$ cat config.mk
export PLATFORM = sky130hd
export DESIGN_NAME = alphabet_radix_codec_flat
export DESIGN_NICKNAME = d
export VERILOG_FILES = /design/src/rtl/arc_pkg.sv /design/src/rtl/arc_if.sv /design/src/rtl/arc_ctrl.sv /design/src/rtl/arc_dp.sv /design/src/rtl/alphabet_radix_codec.sv /design/src/flat_wrapper.sv
export SDC_FILE = /design/constraint.sdc
export NUM_CORES = 2
export LEC_CHECK = 0
export ABC_AREA = 1
export BUFFER_PORTS_ARGS = -buffer_cell sky130_fd_sc_hd__buf_4
export CELL_PAD_IN_SITES_DETAIL_PLACEMENT = 2
export CELL_PAD_IN_SITES_GLOBAL_PLACEMENT = 2
export CORE_MARGIN = 10
export CORE_UTILIZATION = 46
export CTS_CLUSTER_SIZE = 20
export DETAILED_ROUTE_END_ITERATION = 7
export PLACE_DENSITY_LB_ADDON = 0.1
export RECOVER_POWER = 50
export SLEW_MARGIN = 20
export SYNTH_ARGS = -nofsm -noshare
export SYNTH_HDL_FRONTEND = slang
export SYNTH_SLANG_ARGS = --single-unit
$ cat constraint.sdc
create_clock -name clock -period 32.4 [get_ports clock]
set_clock_uncertainty 0.05 [all_clocks]
set_input_delay 6.48 -clock clock [delete_from_list [all_inputs] [get_ports clock]]
set_output_delay 6.48 -clock clock [all_outputs]
set_load 0.05 [all_outputs]
$ cat src/rtl/arc_pkg.sv
// shared constants, codes and types of the alphabet radix codec
`default_nettype none

package arc_pkg;

   localparam int MAX_SYMBOLS  = 16;
   localparam int SYMBOL_BYTES = 4;
   localparam int MAX_DIGITS   = 31;

   localparam int OP_W    = 2;
   localparam int SLOT_W  = 4;
   localparam int SYM_W   = 8 * SYMBOL_BYTES;
   localparam int VAL_W   = 31;
   localparam int KIND_W  = 3;
   localparam int RDX_W   = 5;
   localparam int TBL_AW  = $clog2(MAX_SYMBOLS);
   localparam int DIG_AW  = $clog2(MAX_DIGITS);
   localparam int CNT_W   = $clog2(MAX_DIGITS + 1);
   localparam int WORK_W  = 32;
   localparam int DIV_BITS   = 8;
   localparam int DIV_ROUNDS = WORK_W / DIV_BITS;
   localparam int RND_W   = $clog2(DIV_ROUNDS);
   localparam int PROD_W  = VAL_W + RDX_W + 1;
   localparam int RADIX_MIN = 2;
   localparam int CSR_RESET = 2;

   localparam logic [VAL_W-1:0] VAL_MAX = {VAL_W{1'b1}};

   localparam logic [OP_W-1:0] OP_LOAD   = 2'd0;
   localparam logic [OP_W-1:0] OP_ENCODE = 2'd1;
   localparam logic [OP_W-1:0] OP_DECODE = 2'd2;

   localparam logic [KIND_W-1:0] KIND_SYMBOL   = 3'd0;
   localparam logic [KIND_W-1:0] KIND_EMPTY    = 3'd1;
   localparam logic [KIND_W-1:0] KIND_VALUE    = 3'd2;
   localparam logic [KIND_W-1:0] KIND_INVALID  = 3'd3;
   localparam logic [KIND_W-1:0] KIND_OVERFLOW = 3'd4;

   typedef struct packed {
      logic [OP_W-1:0]   op;
      logic [SLOT_W-1:0] slot;
      logic [SYM_W-1:0]  symbol;
      logic [VAL_W-1:0]  value;
      logic              end_of_string;
   } arc_req_type;

   typedef struct packed {
      logic [KIND_W-1:0] kind;
      logic [SYM_W-1:0]  digit_symbol;
      logic [VAL_W-1:0]  decoded;
      logic              last;
   } arc_rsp_type;

   typedef struct packed {
      logic accept;
      logic load_tbl;
      logic div_step;
      logic dig_rd;
      logic tbl_rd;
      logic tbl_sel_dig;
      logic emit_sym;
      logic emit_zero;
      logic srch_cmp;
      logic emit_dec;
   } arc_cmd_type;

   typedef struct packed {
      logic req_zero;
      logic div_last;
      logic quo_zero;
      logic dig_full;
      logic cnt_one;
      logic match;
      logic srch_end;
      logic eos;
      logic out_free;
   } arc_sts_type;

endpackage

`default_nettype wire

$ cat src/rtl/arc_if.sv
// valid/ready channel interfaces for request and response transactions
`default_nettype none

interface arc_req_if;
   import arc_pkg::*;

   logic              valid;
   logic              ready;
   logic [OP_W-1:0]   op;
   logic [SLOT_W-1:0] slot;
   logic [SYM_W-1:0]  symbol;
   logic [VAL_W-1:0]  value;
   logic              end_of_string;

   modport source (output valid, output op, output slot, output symbol, output value,
                   output end_of_string, input ready);
   modport sink   (input valid, input op, input slot, input symbol, input value,
                   input end_of_string, output ready);
endinterface

interface arc_rsp_if;
   import arc_pkg::*;

   logic              valid;
   logic              ready;
   logic [KIND_W-1:0] kind;
   logic [SYM_W-1:0]  digit_symbol;
   logic [VAL_W-1:0]  decoded;
   logic              last;

   modport source (output valid, output kind, output digit_symbol, output decoded,
                   output last, input ready);
   modport sink   (input valid, input kind, input digit_symbol, input decoded,
                   input last, output ready);
endinterface

`default_nettype wire

$ cat src/rtl/arc_ctrl.sv
// control state machine sequencing load, encode and decode transactions
`default_nettype none

module arc_ctrl (
   input  wire logic                   clock,
   input  wire logic                   reset,
   input  wire logic                   req_valid,
   input  wire logic [arc_pkg::OP_W-1:0] req_op,
   output logic                        req_ready,
   output arc_pkg::arc_cmd_type        cmd,
   input  arc_pkg::arc_sts_type        sts
);
   import arc_pkg::*;

   localparam logic [3:0] ST_IDLE     = 4'd0;
   localparam logic [3:0] ST_ZERO     = 4'd1;
   localparam logic [3:0] ST_DIV      = 4'd2;
   localparam logic [3:0] ST_RD_DIG   = 4'd3;
   localparam logic [3:0] ST_RD_TBL   = 4'd4;
   localparam logic [3:0] ST_EMIT     = 4'd5;
   localparam logic [3:0] ST_SRCH_RD  = 4'd6;
   localparam logic [3:0] ST_SRCH_CMP = 4'd7;
   localparam logic [3:0] ST_DEC_FIN  = 4'd8;

   logic [3:0] state_ff;
   logic [3:0] state_in;

   always_ff @(posedge clock) begin
      if (reset) begin
         state_ff <= ST_IDLE;
      end else begin
         state_ff <= state_in;
      end
   end

   assign req_ready = (state_ff == ST_IDLE);

   always_comb begin
      cmd      = '0;
      state_in = state_ff;
      case (state_ff)
         ST_IDLE: begin
            if (req_valid) begin
               cmd.accept = 1'b1;
               case (req_op)
                  OP_LOAD: begin
                     cmd.load_tbl = 1'b1;
                  end
                  OP_ENCODE: begin
                     state_in = sts.req_zero ? ST_ZERO : ST_DIV;
                  end
                  OP_DECODE: begin
                     state_in = ST_SRCH_RD;
                  end
                  default: begin
                     state_in = ST_IDLE;
                  end
               endcase
            end
         end
         ST_ZERO: begin
            if (sts.out_free) begin
               cmd.emit_zero = 1'b1;
               state_in      = ST_IDLE;
            end
         end
         ST_DIV: begin
            cmd.div_step = 1'b1;
            if (sts.div_last && (sts.quo_zero || sts.dig_full)) begin
               state_in = ST_RD_DIG;
            end
         end
         ST_RD_DIG: begin
            cmd.dig_rd = 1'b1;
            state_in   = ST_RD_TBL;
         end
         ST_RD_TBL: begin
            cmd.tbl_rd      = 1'b1;
            cmd.tbl_sel_dig = 1'b1;
            state_in        = ST_EMIT;
         end
         ST_EMIT: begin
            if (sts.out_free) begin
               cmd.emit_sym = 1'b1;
               state_in     = sts.cnt_one ? ST_IDLE : ST_RD_DIG;
            end
         end
         ST_SRCH_RD: begin
            cmd.tbl_rd = 1'b1;
            state_in   = ST_SRCH_CMP;
         end
         ST_SRCH_CMP: begin
            cmd.srch_cmp = 1'b1;
            state_in     = (sts.match || sts.srch_end) ? ST_DEC_FIN : ST_SRCH_RD;
         end
         ST_DEC_FIN: begin
            if (!sts.eos) begin
               state_in = ST_IDLE;
            end else if (sts.out_free) begin
               cmd.emit_dec = 1'b1;
               state_in     = ST_IDLE;
            end
         end
         default: begin
            state_in = ST_IDLE;
         end
      endcase
   end

endmodule

`default_nettype wire

$ cat src/rtl/arc_dp.sv
// datapath: symbol table, digit buffer, radix divider, accumulator, output register
`default_nettype none

module arc_dp (
   input  wire logic                      clock,
   input  wire logic                      reset,
   input  wire logic                      csr_write_enable,
   input  wire logic [arc_pkg::RDX_W-1:0] csr_write_data,
   input  arc_pkg::arc_req_type           req,
   input  arc_pkg::arc_cmd_type           cmd,
   output arc_pkg::arc_sts_type           sts,
   output logic                           rsp_valid,
   output arc_pkg::arc_rsp_type           rsp,
   input  wire logic                      rsp_ready
);
   import arc_pkg::*;

   logic [SYM_W-1:0]  table_mem [MAX_SYMBOLS];
   logic [TBL_AW-1:0] dig_mem   [MAX_DIGITS];

   logic [RDX_W-1:0]  csr_ff;
   logic [RDX_W-1:0]  radix;
   logic [WORK_W-1:0] work_ff;
   logic [RDX_W-1:0]  rem_ff;
   logic [RND_W-1:0]  round_ff;
   logic [CNT_W-1:0]  cnt_ff;
   logic [TBL_AW-1:0] srch_ff;
   logic [SYM_W-1:0]  sym_ff;
   logic              eos_ff;
   logic [VAL_W-1:0]  acc_ff;
   logic              invalid_ff;
   logic              overflow_ff;
   logic [TBL_AW-1:0] dig_rd_ff;
   logic [SYM_W-1:0]  tbl_rd_ff;
   logic              rsp_valid_ff;
   arc_rsp_type       rsp_ff;
   arc_rsp_type       rsp_in;

   logic [WORK_W-1:0] div_work_in;
   logic [RDX_W-1:0]  div_rem_in;
   logic [TBL_AW-1:0] tbl_addr;
   logic [CNT_W-1:0]  rd_cnt;
   logic [PROD_W-1:0] acc_sum;
   logic              acc_sat;
   logic              match;
   logic              srch_end;
   logic              out_free;
   logic              div_last;

   // radix clamped into the supported range
   always_comb begin
      if (csr_ff < RDX_W'(RADIX_MIN)) begin
         radix = RDX_W'(RADIX_MIN);
      end else if (csr_ff > RDX_W'(MAX_SYMBOLS)) begin
         radix = RDX_W'(MAX_SYMBOLS);
      end else begin
         radix = csr_ff;
      end
   end

   // restoring division, several quotient bits a cycle; remainder stays below radix
   always_comb begin
      logic [WORK_W-1:0] w;
      logic [RDX_W-1:0]  r;
      w = work_ff;
      r = rem_ff;
      for (int i = 0; i < DIV_BITS; i++) begin
         r = {r[RDX_W-2:0], w[WORK_W-1]};
         w = {w[WORK_W-2:0], 1'b0};
         if (r >= radix) begin
            r    = r - radix;
            w[0] = 1'b1;
         end
      end
      div_work_in = w;
      div_rem_in  = r;
   end

   assign div_last = (round_ff == RND_W'(DIV_ROUNDS - 1));
   assign rd_cnt   = cnt_ff - CNT_W'(1);
   assign tbl_addr = cmd.tbl_sel_dig ? dig_rd_ff : srch_ff;
   assign match    = (tbl_rd_ff == sym_ff);
   assign srch_end = ({1'b0, srch_ff} == (radix - RDX_W'(1)));
   assign out_free = !rsp_valid_ff || rsp_ready;
   assign acc_sum  = PROD_W'(acc_ff) * PROD_W'(radix) + PROD_W'(srch_ff);
   assign acc_sat  = (acc_sum > PROD_W'(VAL_MAX));

   always_comb begin
      sts          = '0;
      sts.req_zero = (req.value == '0);
      sts.div_last = div_last;
      sts.quo_zero = (div_work_in == '0);
      sts.dig_full = (cnt_ff == CNT_W'(MAX_DIGITS - 1));
      sts.cnt_one  = (cnt_ff == CNT_W'(1));
      sts.match    = match;
      sts.srch_end = srch_end;
      sts.eos      = eos_ff;
      sts.out_free = out_free;
   end

   // symbol table and digit buffer
   always_ff @(posedge clock) begin
      if (cmd.load_tbl) begin
         table_mem[req.slot[TBL_AW-1:0]] <= req.symbol;
      end
      if (cmd.tbl_rd) begin
         tbl_rd_ff <= table_mem[tbl_addr];
      end
      if (cmd.div_step && div_last) begin
         dig_mem[cnt_ff[DIG_AW-1:0]] <= div_rem_in[TBL_AW-1:0];
      end
      if (cmd.dig_rd) begin
         dig_rd_ff <= dig_mem[rd_cnt[DIG_AW-1:0]];
      end
   end

   // transaction payload held for the work
   always_ff @(posedge clock) begin
      if (cmd.accept) begin
         work_ff <= WORK_W'(req.value);
         sym_ff  <= req.symbol;
         eos_ff  <= req.end_of_string;
      end else if (cmd.div_step) begin
         work_ff <= div_work_in;
      end
   end

   always_ff @(posedge clock) begin
      if (reset) begin
         csr_ff      <= RDX_W'(CSR_RESET);
         rem_ff      <= '0;
         round_ff    <= '0;
         cnt_ff      <= '0;
         srch_ff     <= '0;
         acc_ff      <= '0;
         invalid_ff  <= 1'b0;
         overflow_ff <= 1'b0;
      end else begin
         if (csr_write_enable) begin
            csr_ff <= csr_write_data;
         end
         if (cmd.accept) begin
            rem_ff   <= '0;
            round_ff <= '0;
            cnt_ff   <= '0;
            srch_ff  <= '0;
         end else if (cmd.div_step) begin
            if (div_last) begin
               rem_ff   <= '0;
               round_ff <= '0;
               cnt_ff   <= cnt_ff + CNT_W'(1);
            end else begin
               rem_ff   <= div_rem_in;
               round_ff <= round_ff + RND_W'(1);
            end
         end else if (cmd.emit_sym) begin
            cnt_ff <= rd_cnt;
         end
         if (cmd.srch_cmp) begin
            srch_ff <= srch_ff + TBL_AW'(1);
            if (match) begin
               if (acc_sat) begin
                  acc_ff      <= VAL_MAX;
                  overflow_ff <= 1'b1;
               end else begin
                  acc_ff <= acc_sum[VAL_W-1:0];
               end
            end else if (srch_end) begin
               invalid_ff <= 1'b1;
            end
         end else if (cmd.emit_dec) begin
            acc_ff      <= '0;
            invalid_ff  <= 1'b0;
            overflow_ff <= 1'b0;
         end
      end
   end

   // output register
   always_comb begin
      rsp_in      = '0;
      rsp_in.last = 1'b1;
      if (cmd.emit_sym) begin
         rsp_in.kind         = KIND_SYMBOL;
         rsp_in.digit_symbol = tbl_rd_ff;
         rsp_in.last         = (cnt_ff == CNT_W'(1));
      end else if (cmd.emit_zero) begin
         rsp_in.kind = KIND_EMPTY;
      end else if (invalid_ff) begin
         rsp_in.kind = KIND_INVALID;
      end else if (overflow_ff) begin
         rsp_in.kind    = KIND_OVERFLOW;
         rsp_in.decoded = VAL_MAX;
      end else begin
         rsp_in.kind    = KIND_VALUE;
         rsp_in.decoded = acc_ff;
      end
   end

   always_ff @(posedge clock) begin
      if (cmd.emit_sym || cmd.emit_zero || cmd.emit_dec) begin
         rsp_ff <= rsp_in;
      end
   end

   always_ff @(posedge clock) begin
      if (reset) begin
         rsp_valid_ff <= 1'b0;
      end else if (cmd.emit_sym || cmd.emit_zero || cmd.emit_dec) begin
         rsp_valid_ff <= 1'b1;
      end else if (rsp_ready) begin
         rsp_valid_ff <= 1'b0;
      end
   end

   assign rsp_valid = rsp_valid_ff;
   assign rsp       = rsp_ff;

endmodule

`default_nettype wire

$ cat src/rtl/alphabet_radix_codec.sv
// top level of the alphabet radix codec
//
//   channel   direction  handshake        payload
//   req_if    in         valid / ready    op, slot, symbol, value, end_of_string
//   rsp_if    out        valid / ready    kind, digit_symbol, decoded, last
//   csr       in         write enable     symbol_count (5 bits)
//
// one request transaction at a time; every op is accepted in the idle state, load and unused op do nothing more
// encode: each digit is divided out in the divider (8 quotient bits a cycle), then each
//   symbol is sent through digit buffer read, table read, output register; a zero value sends one empty result
// decode: each table slot searched is read and then compared, then a finishing state ends the character
// a held output stalls the sequence at the next result; nothing else waits
// synchronous reset, no clearing pass
`default_nettype none

module alphabet_radix_codec (
   input  wire logic                      clock,
   input  wire logic                      reset,
   arc_req_if.sink                        req_if,
   arc_rsp_if.source                      rsp_if,
   input  wire logic                      csr_write_enable,
   input  wire logic [arc_pkg::RDX_W-1:0] csr_write_data
);
   import arc_pkg::*;

   arc_req_type req;
   arc_rsp_type rsp;
   arc_cmd_type cmd;
   arc_sts_type sts;
   logic        rsp_valid;

   assign req = {req_if.op, req_if.slot, req_if.symbol, req_if.value, req_if.end_of_string};

   arc_ctrl u_ctrl (
      .clock     (clock),
      .reset     (reset),
      .req_valid (req_if.valid),
      .req_op    (req_if.op),
      .req_ready (req_if.ready),
      .cmd       (cmd),
      .sts       (sts)
   );

   arc_dp u_dp (
      .clock            (clock),
      .reset            (reset),
      .csr_write_enable (csr_write_enable),
      .csr_write_data   (csr_write_data),
      .req              (req),
      .cmd              (cmd),
      .sts              (sts),
      .rsp_valid        (rsp_valid),
      .rsp              (rsp),
      .rsp_ready        (rsp_if.ready)
   );

   assign rsp_if.valid        = rsp_valid;
   assign rsp_if.kind         = rsp.kind;
   assign rsp_if.digit_symbol = rsp.digit_symbol;
   assign rsp_if.decoded      = rsp.decoded;
   assign rsp_if.last         = rsp.last;

endmodule

`default_nettype wire
$ cat src/flat_wrapper.sv
// flat-port wrapper written by rule: the top's interface ports become plain ports
module alphabet_radix_codec_flat import arc_pkg::*;
  (clock, reset, csr_write_enable, csr_write_data, req_if_valid, req_if_op, req_if_slot, req_if_symbol, req_if_value, req_if_end_of_string, req_if_ready, rsp_if_valid, rsp_if_kind, rsp_if_digit_symbol, rsp_if_decoded, rsp_if_last, rsp_if_ready);
  arc_req_if req_if_i ();
  arc_rsp_if rsp_if_i ();
  input  wire logic clock;
  input  wire logic reset;
  input  wire logic csr_write_enable;
  input  wire logic [arc_pkg::RDX_W-1:0] csr_write_data;
  input wire logic [$bits(req_if_i.valid)-1:0] req_if_valid;
  input wire logic [$bits(req_if_i.op)-1:0] req_if_op;
  input wire logic [$bits(req_if_i.slot)-1:0] req_if_slot;
  input wire logic [$bits(req_if_i.symbol)-1:0] req_if_symbol;
  input wire logic [$bits(req_if_i.value)-1:0] req_if_value;
  input wire logic [$bits(req_if_i.end_of_string)-1:0] req_if_end_of_string;
  output wire logic [$bits(req_if_i.ready)-1:0] req_if_ready;
  output wire logic [$bits(rsp_if_i.valid)-1:0] rsp_if_valid;
  output wire logic [$bits(rsp_if_i.kind)-1:0] rsp_if_kind;
  output wire logic [$bits(rsp_if_i.digit_symbol)-1:0] rsp_if_digit_symbol;
  output wire logic [$bits(rsp_if_i.decoded)-1:0] rsp_if_decoded;
  output wire logic [$bits(rsp_if_i.last)-1:0] rsp_if_last;
  input wire logic [$bits(rsp_if_i.ready)-1:0] rsp_if_ready;
  assign req_if_i.valid = req_if_valid;
  assign req_if_i.op = req_if_op;
  assign req_if_i.slot = req_if_slot;
  assign req_if_i.symbol = req_if_symbol;
  assign req_if_i.value = req_if_value;
  assign req_if_i.end_of_string = req_if_end_of_string;
  assign req_if_ready = req_if_i.ready;
  assign rsp_if_valid = rsp_if_i.valid;
  assign rsp_if_kind = rsp_if_i.kind;
  assign rsp_if_digit_symbol = rsp_if_i.digit_symbol;
  assign rsp_if_decoded = rsp_if_i.decoded;
  assign rsp_if_last = rsp_if_i.last;
  assign rsp_if_i.ready = rsp_if_ready;
  alphabet_radix_codec u_core (.clock(clock), .reset(reset), .req_if(req_if_i), .rsp_if(rsp_if_i), .csr_write_enable(csr_write_enable), .csr_write_data(csr_write_data));
endmodule
==> run summary <==
largest net degree at the start of global routing: 130
Die H: 320.0 um
Mapped Avg Cell Area: 11.13 sq um
Global Route Usage Sum: 30.39%
failing checks: capacitance limit, slew limit
Clock Latency Late Sink: 0.70 ns
Fillers: 8,698
Hold Fails Final Rpt: 0
post-synthesis simple-gate area fraction: 12.27%
Final setup viols: 0
CP delay by family, top: compound AO/OA/AOI/OAI gates
multiplexer share of the synthesized area: 0.02418%
H-tree level count: 3
status: finished with violations
worst min path class: register to register
Synth cell types: 53
Post-CTS Setup Bufs: 0
via count: 31.50k
Post-Synth Adder-Cell Area: 8.566%
Root Buffer: clkbuf_16
ys async rst share: 0%
WL/cell: 31.29 um
reg2reg setup slack: 16.35 ns
RD Place Congestion: 0.8465
Slowest-stage cell, CP: inv_2
area share of xor/xnor cells in the synthesized design: 1.351%
Reg2Reg Depth: 70
Routed WL: 158.8 mm
row count: 109
startpoint types: register
CP max FO: 42
antenna violations before repair: 4
top post-synthesis cells by area: edfxtp_1, nor2_1, fa_1, nand2_1, ha_1
worst path buffer plus inverter count: 10
Iteration-0 DRC Markers: 3,060
io pins: 149
Crit Path Category: register to register
share of cells above drive strength 1: 9.568%
RSZ-0062 raised after global routing: false
Hold Crit Depth: 2
Syn Nets: 4,022
Residual DRC: 0
first-pass GRT wire length: 234.5 mm
grt ovf: 0
CTS tree: yes
Num CTS Buffers: 94
CTS resizes: 0
Vias/cell: 6.207
first-pass detailed-route iteration total: 5
Cells after Synth: 3,718
Pins Over Slew Limit: 500
Slew HR: -361.3%
Die ar.: 102,400 sq um
WHS Endpoint: u_core.u_dp.rem_ff[3]
fmax: 62.30 MHz
max-cap violation count: 9
die width: 320.0 um
Initial Utilization: 46.62%
Post-synth EDFFs: 803
min cycle time layout: 16.05 ns
top-count cell post-synth: edfxtp_1
register area share after synthesis: 61.11%
hold_buf cts: 0
ratio of final minimum period to clock period: 49.54%
ys flop type: edfxtp_1
vias in the first global route: 35.21k
Detail Route Antenna Nets: 0
CP required: 32.57 ns
crit-path most repeated cell: nand2_1
total negative slack: 0 ns
max incr delay on CP: 0.85 ns
clock sink count: 862
mapped cell area: 41,390 sq um
Final nets: 4,136
actual slew at the worst max-slew pin: 6.920 ns
clock-pin slew on the worst setup and hold paths: 0.06 ns
Layout area overhead: 12.43%
Critical Path AT: 16.22 ns
Yosys warning count: 0
reg2reg end: u_core.u_dp.dig_mem[20][2]
HPWL after DPL: 90.95 mm
CORE AREA: 88,780 sq um
Commonest cells post-synth: edfxtp_1, nor2_1, nand2_1
largest family of logic cells by synthesized area: simple AND/OR/NAND/NOR gates
register bit count reported by yosys: 862
crit end category: register
largest area contributor in the netlist: edfxtp_1
PortBufs: 148
Synth Area in Compound Gates: 11.76%
Clock Path Buffers: 3
RR Startpoint: u_core.u_dp.csr_ff[4]
Hold Path Origin: u_core.u_dp.rem_ff[3]
Yosys top cell area share: 58.25%
-- area by class of cell --
| type | count | area, sq um | share of cell area [%] |
|---|---|---|---|
| timing repair buffer | 190 | 1257 | 2.702 |
| sequential | 862 | 25290 | 54.35 |
| clock inverter | 47 | 504.2 | 1.083 |
| tap | 1165 | 1458 | 3.132 |
| antenna | 1 | 2.502 | 0.005377 |
| inverter | 331 | 1250 | 2.686 |
| multi-input combinational | 2353 | 14210 | 30.53 |
| clock buffer | 126 | 2566 | 5.514 |
-- sequential cells by signal, summed over array words and instances (netlist names) --
signal,cells
u_core.u_dp.rsp,67
u_core.u_dp.round_ff,2
u_core.u_dp.rsp_valid,1
u_core.u_dp.invalid_ff,1
u_core.u_dp.work_ff,32
u_core.u_dp.rem_ff,4
u_core.u_dp.overflow_ff,1
u_core.u_ctrl.state_ff,4
u_core.u_dp.cnt_ff,5
u_core.u_dp.dig_mem,124
u_core.u_dp.dig_rd_ff,4
u_core.u_dp.tbl_rd_ff,32
u_core.u_dp.eos_ff,1
u_core.u_dp.table_mem,512
u_core.u_dp.sym_ff,32
u_core.u_dp.srch_ff,4
u_core.u_dp.acc_ff,31
u_core.u_dp.csr_ff,5
-- per-layer routing --
| layer | vias to the layer above | routed length (um) | GRT usage, % |
|---|---|---|---|
| met2 | 1316 | 79350 | 52.08 |
| met4 | 4 | 7840 | 14.57 |
| met5 | - | 32 | 0 |
| met1 | 16450 | 61810 | 36.78 |
| met3 | 448 | 9770 | 5.525 |
| li1 | 13280 | - | - |
-- worst register-to-register path: cells and delay by family (launching register included) --
kind	cells	cell delay [ns]
buffers and inverters	10	2.55
AO/OA/AOI/OAI	25	6.41
AND/OR/NAND/NOR	27	3.64
adder cells (fa/ha/maj)	8	2.62
flip-flops	1	0.32
-- logic make-up (layout without fill, tap and decap cells) --
group | count (synthesis) | after routing
simple gates | 1251 | 1251
flops | 862 | 862
compound gates | 814 | 814
buf+inv | 503 | 694
fa+ha+maj | 224 | 224
xor+xnor | 63 | 63
mux | 1 | 1
other cells | 0 | 1
-- cell usage in the layout, fill, tap and decap left out, types with 36 or more instances in the layout --
cell         n
edfxtp_1   803
nor2_1     573
nand2_1    488
inv_1      314
o21ai_0    300
buf_4      139
ha_1       125
a21oi_1    120
o21ai_1    107
fa_1        99
o221ai_1    98
clkbuf_16   97
nand3_1     87
clkbuf_1    73
o22ai_1     69
o211ai_1    59
dfxtp_1     59
xor2_1      36
-- how the worst max path moves through the flow --
stage,start,end,slack (ns),depth (start not counted)
3_5_place_dp,u_core.u_dp.csr_ff[4],u_core.u_dp.dig_mem[11][3],16.29,70
2_1_floorplan,u_core.u_dp.csr_ff[4],u_core.u_dp.dig_mem[0][0],20.42,73
3_3_place_gp,u_core.u_dp.csr_ff[4],u_core.u_dp.dig_mem[10][3],17.64,68
6_report,u_core.u_dp.csr_ff[4],u_core.u_dp.dig_mem[20][2],16.35,70
4_1_cts,u_core.u_dp.csr_ff[4],u_core.u_dp.dig_mem[28][3],16.05,70
5_1_grt,u_core.u_dp.csr_ff[4],u_core.u_dp.dig_mem[28][3],15.01,72
-- stage by stage --
step / utilization, % / hold WS, ns / setup slack, ns / std cells / area [sq um]
final: 52.42 / 0.4366 / 16.35 / 5075 / 46540
after global routing: 52.42 / 0.4553 / 15.01 / 5075 / 46540
after global placement: 49.21 / 0.4052 / 17.64 / 4900 / 43690
after detailed placement: 49.21 / 0.4229 / 16.29 / 4900 / 43690
after floorplan: - / 0.3909 / 20.42 / 3718 / 41390
after CTS: 52.67 / 0.4329 / 16.05 / 5073 / 46760
Power is left out: the tool's default activity adds up to more than one toggle a clock period on the data nets, which glitch-free logic cannot reach.
